===== src/byte_mode_check_core_defines.svh =====
// ---------------------------------------------------------------------------
// Byte mode check assertion macros
// Shared assertion forms for the byte mode check block.
// ---------------------------------------------------------------------------
`ifndef BYTE_MODE_CHECK_CORE_DEFINES_SVH
`define BYTE_MODE_CHECK_CORE_DEFINES_SVH

// Same-cycle implication, checked outside reset.
`define BMC_ASSERT_NOW(lbl, ante, cons, msg) \
	lbl: assert property (@(posedge clk) disable iff (!arst_n) (ante) |-> (cons)) \
		else $error(msg);

// Next-cycle implication, checked outside reset.
`define BMC_ASSERT_NEXT(lbl, ante, cons, msg) \
	lbl: assert property (@(posedge clk) disable iff (!arst_n) (ante) |=> (cons)) \
		else $error(msg);

`endif


===== src/bmc_pkg.sv =====
// ---------------------------------------------------------------------------
// Byte mode check package
// Constants, controller states, command and status types, count helpers.
// ---------------------------------------------------------------------------
package bmc_pkg;

	localparam int COUNT_WIDTH = 32;
	localparam int HIST_DEPTH  = 256;
	localparam int IDX_W       = $clog2(HIST_DEPTH);
	localparam int BYTE_W      = 8;
	localparam int RESULT_W    = 32;

	typedef logic [COUNT_WIDTH-1:0] count_t;
	typedef logic [IDX_W-1:0]       idx_t;

	typedef enum logic [5:0] {
		S_IDLE  = 6'b000001,
		S_UPD   = 6'b000010,
		S_TREAD = 6'b000100,
		S_TCAP  = 6'b001000,
		S_SCAN  = 6'b010000,
		S_FIN   = 6'b100000
	} state_t;

	typedef struct packed {
		logic accept_rd;
		logic upd_we;
		logic tgt_rd;
		logic tc_cap;
		logic scan_rd;
		logic load_out;
	} cmd_t;

	typedef struct packed {
		logic last;
		logic scan_done;
		logic out_free;
	} sts_t;

	function automatic count_t sat_inc(input count_t v);
		return (v == '1) ? v : v + COUNT_WIDTH'(1);
	endfunction

	function automatic logic [RESULT_W-1:0] clip_result(input count_t v);
		logic [63:0] w;
		w = 64'(v);
		return (w > 64'h0000_0000_FFFF_FFFF) ? '1 : w[RESULT_W-1:0];
	endfunction

endpackage


===== src/bmc_ctrl.sv =====
// ---------------------------------------------------------------------------
// Byte mode check controller
// Sequences counter updates, the end-of-stream scan and the result load.
// ---------------------------------------------------------------------------
module bmc_ctrl (
	input  logic          clk,
	input  logic          arst_n,
	input  logic          in_valid,
	output logic          in_stall,
	input  bmc_pkg::sts_t sts,
	output bmc_pkg::cmd_t cmd
);

	bmc_pkg::state_t state_q;
	bmc_pkg::state_t state_d;

	always_comb begin
		state_d = state_q;
		cmd     = '0;
		case (state_q)
			bmc_pkg::S_IDLE: begin
				if (in_valid) begin
					cmd.accept_rd = 1'b1;
					state_d       = bmc_pkg::S_UPD;
				end
			end
			bmc_pkg::S_UPD: begin
				cmd.upd_we = 1'b1;
				state_d    = sts.last ? bmc_pkg::S_TREAD : bmc_pkg::S_IDLE;
			end
			bmc_pkg::S_TREAD: begin
				cmd.tgt_rd = 1'b1;
				state_d    = bmc_pkg::S_TCAP;
			end
			bmc_pkg::S_TCAP: begin
				cmd.tc_cap  = 1'b1;
				cmd.scan_rd = 1'b1;
				state_d     = bmc_pkg::S_SCAN;
			end
			bmc_pkg::S_SCAN: begin
				cmd.scan_rd = 1'b1;
				if (sts.scan_done) begin
					state_d = bmc_pkg::S_FIN;
				end
			end
			bmc_pkg::S_FIN: begin
				if (sts.out_free) begin
					cmd.load_out = 1'b1;
					state_d      = bmc_pkg::S_IDLE;
				end
			end
			default: begin
				state_d = bmc_pkg::S_IDLE;
			end
		endcase
	end

	assign in_stall = (state_q != bmc_pkg::S_IDLE);

	always_ff @(posedge clk or negedge arst_n) begin
		if (!arst_n) begin
			state_q <= bmc_pkg::S_IDLE;
		end else begin
			state_q <= state_d;
		end
	end

endmodule


===== config.mk =====
export PLATFORM = sky130hd
export DESIGN_NAME = bmc_ctrl
export DESIGN_NICKNAME = d
export VERILOG_FILES = /design/src/byte_mode_check_core_defines.svh /design/src/bmc_pkg.sv /design/src/bmc_ctrl.sv
export SDC_FILE = /design/constraint.sdc
export NUM_CORES = 1
export LEC_CHECK = 0
export ABC_AREA = 1
export BUFFER_PORTS_ARGS = -buffer_cell sky130_fd_sc_hd__buf_4
export CAP_MARGIN = 30
export CORE_AREA = 2 2 39 41
export CTS_CLUSTER_SIZE = 25
export DETAILED_ROUTE_END_ITERATION = 10
export DIE_AREA = 0 0 41 43
export PLACE_DENSITY = 0.57
export SLEW_MARGIN = 20
export SYNTH_ARGS = -nofsm -noshare
export SYNTH_HDL_FRONTEND = slang
export SYNTH_SLANG_ARGS = --single-unit
export TNS_END_PERCENT = 5

===== constraint.sdc =====
create_clock -name clk -period 1.25 [get_ports clk]
set_input_delay 0.125 -clock clk [delete_from_list [all_inputs] [get_ports clk]]
set_output_delay 0.125 -clock clk [all_outputs]
set_load 0.05 [all_outputs]

==> impl_metrics.tcl, run 1 <==
set metrics [dict create \
    status "finished with violations" \
    violations "setup timing" \
    drv_slew 0 \
    die_area_sq_um 1760 \
    arrival_ns 1.34 \
    finalCriticalPeriod_ns 1.46 \
    nets 77 \
    cts.sinks 6 \
    initial_core_util_pct 27.8 \
    vias 364 \
    avgViaCountPerCell 4.23 \
    hpwl_um 651 \
    ant_nets 0 \
    worst_slew_pin_slew_ns 0.219 \
    syn-num-nets 57 \
    finalClockSkew_ns 0.00470 \
    synthesis.area_sq_um 385 \
    clkTransAtPathRegs_ns 0.05 \
    cp-start-kind "register" \
    ios 13 \
    hold_path.class "input pin to register" \
    first_iter_violations 5 \
    path_cells "nor2_4, and2_1, nand2_1, nor2_2, buf_6" \
    worstSkewPairLatency_ns 0.25 \
    die_x_um 41 \
    timing.max_cap.violations 0 \
    antenna_cells 0 \
    reg2reg_slack_ns 0 \
    cts_tree "done" \
    irDropWorstVdd_mv 0.684 \
    routed_wl_um 832 \
    power_w 0.00119 \
    ys_top_cells_by_area "dfrtp_1 32%, inv_1 11%, nor2_4 8.8%" \
    antenna_found_initial 0 \
    grt_pass1_vias 318 \
    final.setup.worst_slack_ns -0.214 \
    final_common_cell "inv_1" \
    coreArea_sq_um 1380 \
    synth_area_leader_cell "dfrtp_1" \
    groute.usage.overall_pct 11.7 \
    grt_start_max_net_pins 7 \
    cts_buffer_depth 2 \
    critical_path_buf_inv_count 1 \
    final_layout_size_suffix_gt1_share_pct 48.6 \
    grt_overflow 0 \
    largest_reg_flops 6 \
    drc 0 \
    wl_per_cell_um 9.67 \
    reg_top3 "state_q (6)" \
    layout_common_cells "10 x inv_1, 7 x nand2_1, 7 x buf_6" \
    cts_root_buf "clkbuf_4" \
    slowest_delay_ns 0.44 \
    syn_inst 51 \
    hold_viol 0 \
    area_growth_syn_to_layout_pct 58.1 \
    critPathRequiredTime_ns 1.12 \
    synth_top_area_share_pct 32.5 \
    fp-row-count 14 \
    syn_area_per_cell_sq_um 7.56 \
    path_delay_family "simple AND/OR/NAND/NOR gates" \
    ff2ff_path_depth 8 \
    synth-seq-cells 6 \
    seq_area_frac_synth_pct 39.3 \
    critical_path_depth 5 \
    finalSetupTns_ns -1.09 \
    maxSlewHeadroom_pct 85.4 \
    end_kind "primary output" \
    power_density_nw_per_um2 1960 \
    numCtsBuffers 3 \
    ys_warn_count 0 \
    critPathMaxFanout 5 \
    min_period_over_period_pct 117 \
    die_y_um 43 \
    p_leak_nw 0.341 \
    path_class "register to primary output" \
    yosysUniqueCellTypes 15 \
    top_register "state_q" \
    grt_pass1_wl_mm 1.39 \
    port_buffers 12 \
    hold_depth 3 \
    max_freq_mhz 683 \
    routabilityCongestion 0.740 \
    setup_viol 7 \
    rsz0062_at_grt "yes" \
    pre_cts_slack_ns -0.00787 \
    firstDrtPassIters 4 \
    htreeDepth 1 \
    cpMaxStageDelayCell "dfrtp_1" \
]
tightest hold or removal path, stage by stage:
cell and delay [ns]:
buf_4 0.07, nand2_1 0.06, inv_1 0.05
layout make-up:
type	instances	area (sq um)
Clock buffer	4	26.3
Timing Repair Buffer	15	149
Tap cell	16	20.0
Sequential cell	6	151
Multi-Input combinational cell	32	213
Inverter	13	50.0
Fill cell	141	774
where the power goes:
group | switching (W) | internal [W] | total (W)
Clock | 0.0000749 | 0.000121 | 0.000196
Sequential | 0.0000507 | 0.000246 | 0.000296
Combinational | 0.000426 | 0.000276 | 0.000701
Total | 0.000551 | 0.000643 | 0.00119
kinds of logic (layout without fill, tap and decap cells):
group / after synthesis / in the layout / share of synthesized area, %
AO/OA/AOI/OAI: 1 / 1 / 1.30
buffers and inverters: 13 / 32 / 12.7
flip-flops: 6 / 6 / 39.3
AND/OR/NAND/NOR: 31 / 31 / 46.8
repair_timing:
action,in CTS,in global routing
setup endpoints to repair,7,9
hold buffers,1,0
pin swaps,5,1
endpoints found under the hold margin,6,0
gates resized for setup,7,3
buffers inserted,2,0
gates cloned,0,0
final timing paths:
check / startpoint / to
max in group asynchronous: arst_n / state_q[0]$_DFFE_PN1P_
worst min-delay path: sts[2] / state_q[2]$_DFFE_PN0P_
worst max register to register: state_q[0]$_DFFE_PN1P_ / state_q[0]$_DFFE_PN1P_
min in group asynchronous: arst_n / state_q[2]$_DFFE_PN0P_
worst max-delay path: state_q[1]$_DFFE_PN0P_ / cmd[0]
worst min register to register: state_q[3]$_DFFE_PN0P_ / state_q[3]$_DFFE_PN0P_
Yosys cell counts:
library cell	count
nor2_1	8
and2_1	1
nand3_1	2
nand3_2	3
nor2_2	3
nor2_4	3
nand2_1	7
inv_2	1
dfstp_2	1
clkinv_1	1
inv_1	11
nand4_1	3
nand2_2	1
dfrtp_1	5
a21oi_1	1
through the flow:
| step | instance area (sq um) | std cells | util (%) | hold slack (ns) |
|---|---|---|---|---|
| final | 609 | 86 | 44.0 | 0.0862 |
| after CTS | 597 | 86 | 43.1 | 0.0853 |
| after global routing | 609 | 86 | 44.0 | 0.0922 |
| after floorplan | 409 | 51 | - | -0.171 |
| after global placement | 519 | 79 | 37.5 | -0.0627 |
| after detailed placement | 519 | 79 | 37.5 | -0.0621 |
metal layers:
metal | up-vias | wire, um | track usage [%]
met5 | - | 0 | 0
met2 | 11 | 384 | 14.7
met4 | 0 | 0 | 6.00
met3 | 0 | 40 | 3.14
li1 | 193 | - | -
met1 | 160 | 407 | 17.8
Power figures use the tool's default switching activity.
==> run 2: changes to the inputs <==
Settings changed: RECOVER_POWER from default to 100.
==> run 2 against run 1 <==
The flow still finishes with violations (setup timing). Worst hold slack worse by 0.0012 ns. Global-route usage did not move. Highest routed layer unchanged. Die area unchanged. Sequential cell count unchanged. Setup slack improved by 0.012 ns. Clock skew decreased by 0.0014 ns. Power is 0.39% lower. Register-to-register slack about the same.
==> impl_metrics.tcl, run 2 (synthesis results as in run 1) <==
set metrics [dict create \
    reg2reg_slack_ns 0 \
    worst_slew_pin_slew_ns 0.330 \
    area_growth_syn_to_layout_pct 55.8 \
    p_leak_nw 0.337 \
    firstDrtPassIters 3 \
    groute.usage.overall_pct 11.7 \
    cp-endpoint "cmd[0]" \
    violations "setup timing" \
    grt_pass1_wl_mm 1.39 \
    finalCriticalPeriod_ns 1.45 \
    power_w 0.00119 \
    final-seq-area_sq_um 151 \
    timing.max_cap.violations 0 \
    rsz0062_at_grt "yes" \
    hold_depth 3 \
    grt_pass1_vias 318 \
    antenna_cells 0 \
    critPathRequiredTime_ns 1.12 \
    ios 13 \
    critPathMaxFanout 6 \
    top_register "state_q" \
    nets 77 \
    finalClockSkew_ns 0.00327 \
    crit_start "state_q[2]$_DFFE_PN0P_" \
    coreArea_sq_um 1380 \
    numCtsBuffers 3 \
    irDropWorstVdd_mv 0.683 \
    dpl-instance-area_sq_um 519 \
    final_common_cell "inv_1" \
    drv_slew 0 \
    clkTransAtPathRegs_ns 0.05 \
    avgViaCountPerCell 4.26 \
    timing.rr.end "state_q[0]$_DFFE_PN1P_" \
    cts_root_buf "clkbuf_4" \
    die_y_um 43 \
    cts_tree "done" \
    ff2ff_path_depth 8 \
    first_iter_violations 5 \
    wl_per_cell_um 9.63 \
    status "finished with violations" \
    p_int_w 0.000641 \
    max_freq_mhz 689 \
    grt_overflow 0 \
    final_layout_size_suffix_gt1_share_pct 45.7 \
    maxSlewHeadroom_pct 78.0 \
    hpwl_um 651 \
    seq_power_share_pct 24.9 \
    sw_frac_of_total_pct 46.1 \
    clkPwrFrac_pct 16.7 \
    switching_power_w 0.000549 \
    fin_area_sq_um 601 \
    path_class "register to primary output" \
    cts_buffer_depth 2 \
    reg_top3 "state_q (6)" \
    antenna_found_initial 0 \
    hold_path.class "input pin to register" \
    arrival_ns 1.33 \
    cts.sinks 6 \
    grt_start_max_net_pins 7 \
    htreeDepth 1 \
    combPwrFrac_pct 58.4 \
    largest_reg_flops 6 \
    drc 0 \
    r2r_start "state_q[0]$_DFFE_PN1P_" \
    die_x_um 41 \
    layout_common_cells "10 x inv_1, 7 x nand2_1, 7 x buf_6" \
    port_buffers 12 \
    die_area_sq_um 1760 \
    routabilityCongestion 0.740 \
    end_kind "primary output" \
    multi_input_area_sq_um 208 \
    setup_viol 7 \
    vias 366 \
    fp-row-count 14 \
    fill_cells 144 \
    final.setup.worst_slack_ns -0.202 \
    cp-start-kind "register" \
    ant_nets 0 \
    power_density_nw_per_um2 1980 \
    hold_viol 0 \
    routed_wl_um 828 \
    initial_core_util_pct 27.8 \
    min_period_over_period_pct 116 \
    worstSkewPairLatency_ns 0.25 \
]
[run 2: cell types whose count changed in the layout (fill, tap and decap cells not counted)]
cell      delta
buf_4        -1
nand3_2      -1
clkbuf_1     +1
nand3_1      +1
[run 2: final cells by class]
type,instances,share of cell area [%]
repair buffers,15,24.2
flip-flops and latches,6,25.2
well taps,16,3.33
clock buffers,4,4.38
multi-input cells,32,34.6
inverters,13,8.33
[run 2: critical path: stages (launching register included)]
cell and delay, ns:
dfrtp_1 0.40, nor2_4 0.21, and2_1 0.15, nand2_1 0.05
nor2_2 0.09, buf_6 0.16
[run 2: worst min-delay path by stage]
stage | from | to
final | sts[2] | state_q[2]$_DFFE_PN0P_
after global routing | sts[2] | state_q[2]$_DFFE_PN0P_
after CTS | sts[2] | state_q[2]$_DFFE_PN0P_
after detailed placement | arst_n | state_q[5]$_DFFE_PN0P_
after global placement | arst_n | state_q[4]$_DFFE_PN0P_
after floorplan | arst_n | state_q[1]$_DFFE_PN0P_
[run 2: power by group through the flow]
stage / sequential [W] / clock (W) / combinational (W)
after floorplan: 0.000295 / 0 / 0.000460
after global placement: 0.000299 / 0 / 0.000587
after detailed placement: 0.000300 / 0 / 0.000595
after CTS: 0.000295 / 0.000203 / 0.000688
after global routing: 0.000301 / 0.000222 / 0.000747
final: 0.000296 / 0.000199 / 0.000694
[run 2: what timing repair did]
item,in CTS,in global routing
buffers inserted,2,0
hold endpoints to repair,6,0
hold buffers,1,0
endpoints found under the setup margin,7,9
gates resized for setup,7,3
cloned,0,0
pin swaps,5,1
[run 2: metrics by stage]
step,hold slack (ns),setup TNS (ns),instances,worst slack (ns),util (%)
final,0.0850,-1.09,86,-0.202,43.4
after CTS,0.0853,-1.22,86,-0.215,43.1
after floorplan,-0.171,-0.215,51,-0.130,-
after global routing,0.0922,-1.69,86,-0.280,43.4
after global placement,-0.0627,0,79,0.0240,37.5
after detailed placement,-0.0621,-0.00787,79,-0.00787,37.5
[run 2: layer usage]
layer,vias to the layer above,track usage [%],wire length [um]
li1,192,-,-
met1,161,17.8,406
met2,13,14.7,379
met3,0,3.14,42
met4,0,6.00,0
met5,-,0,0
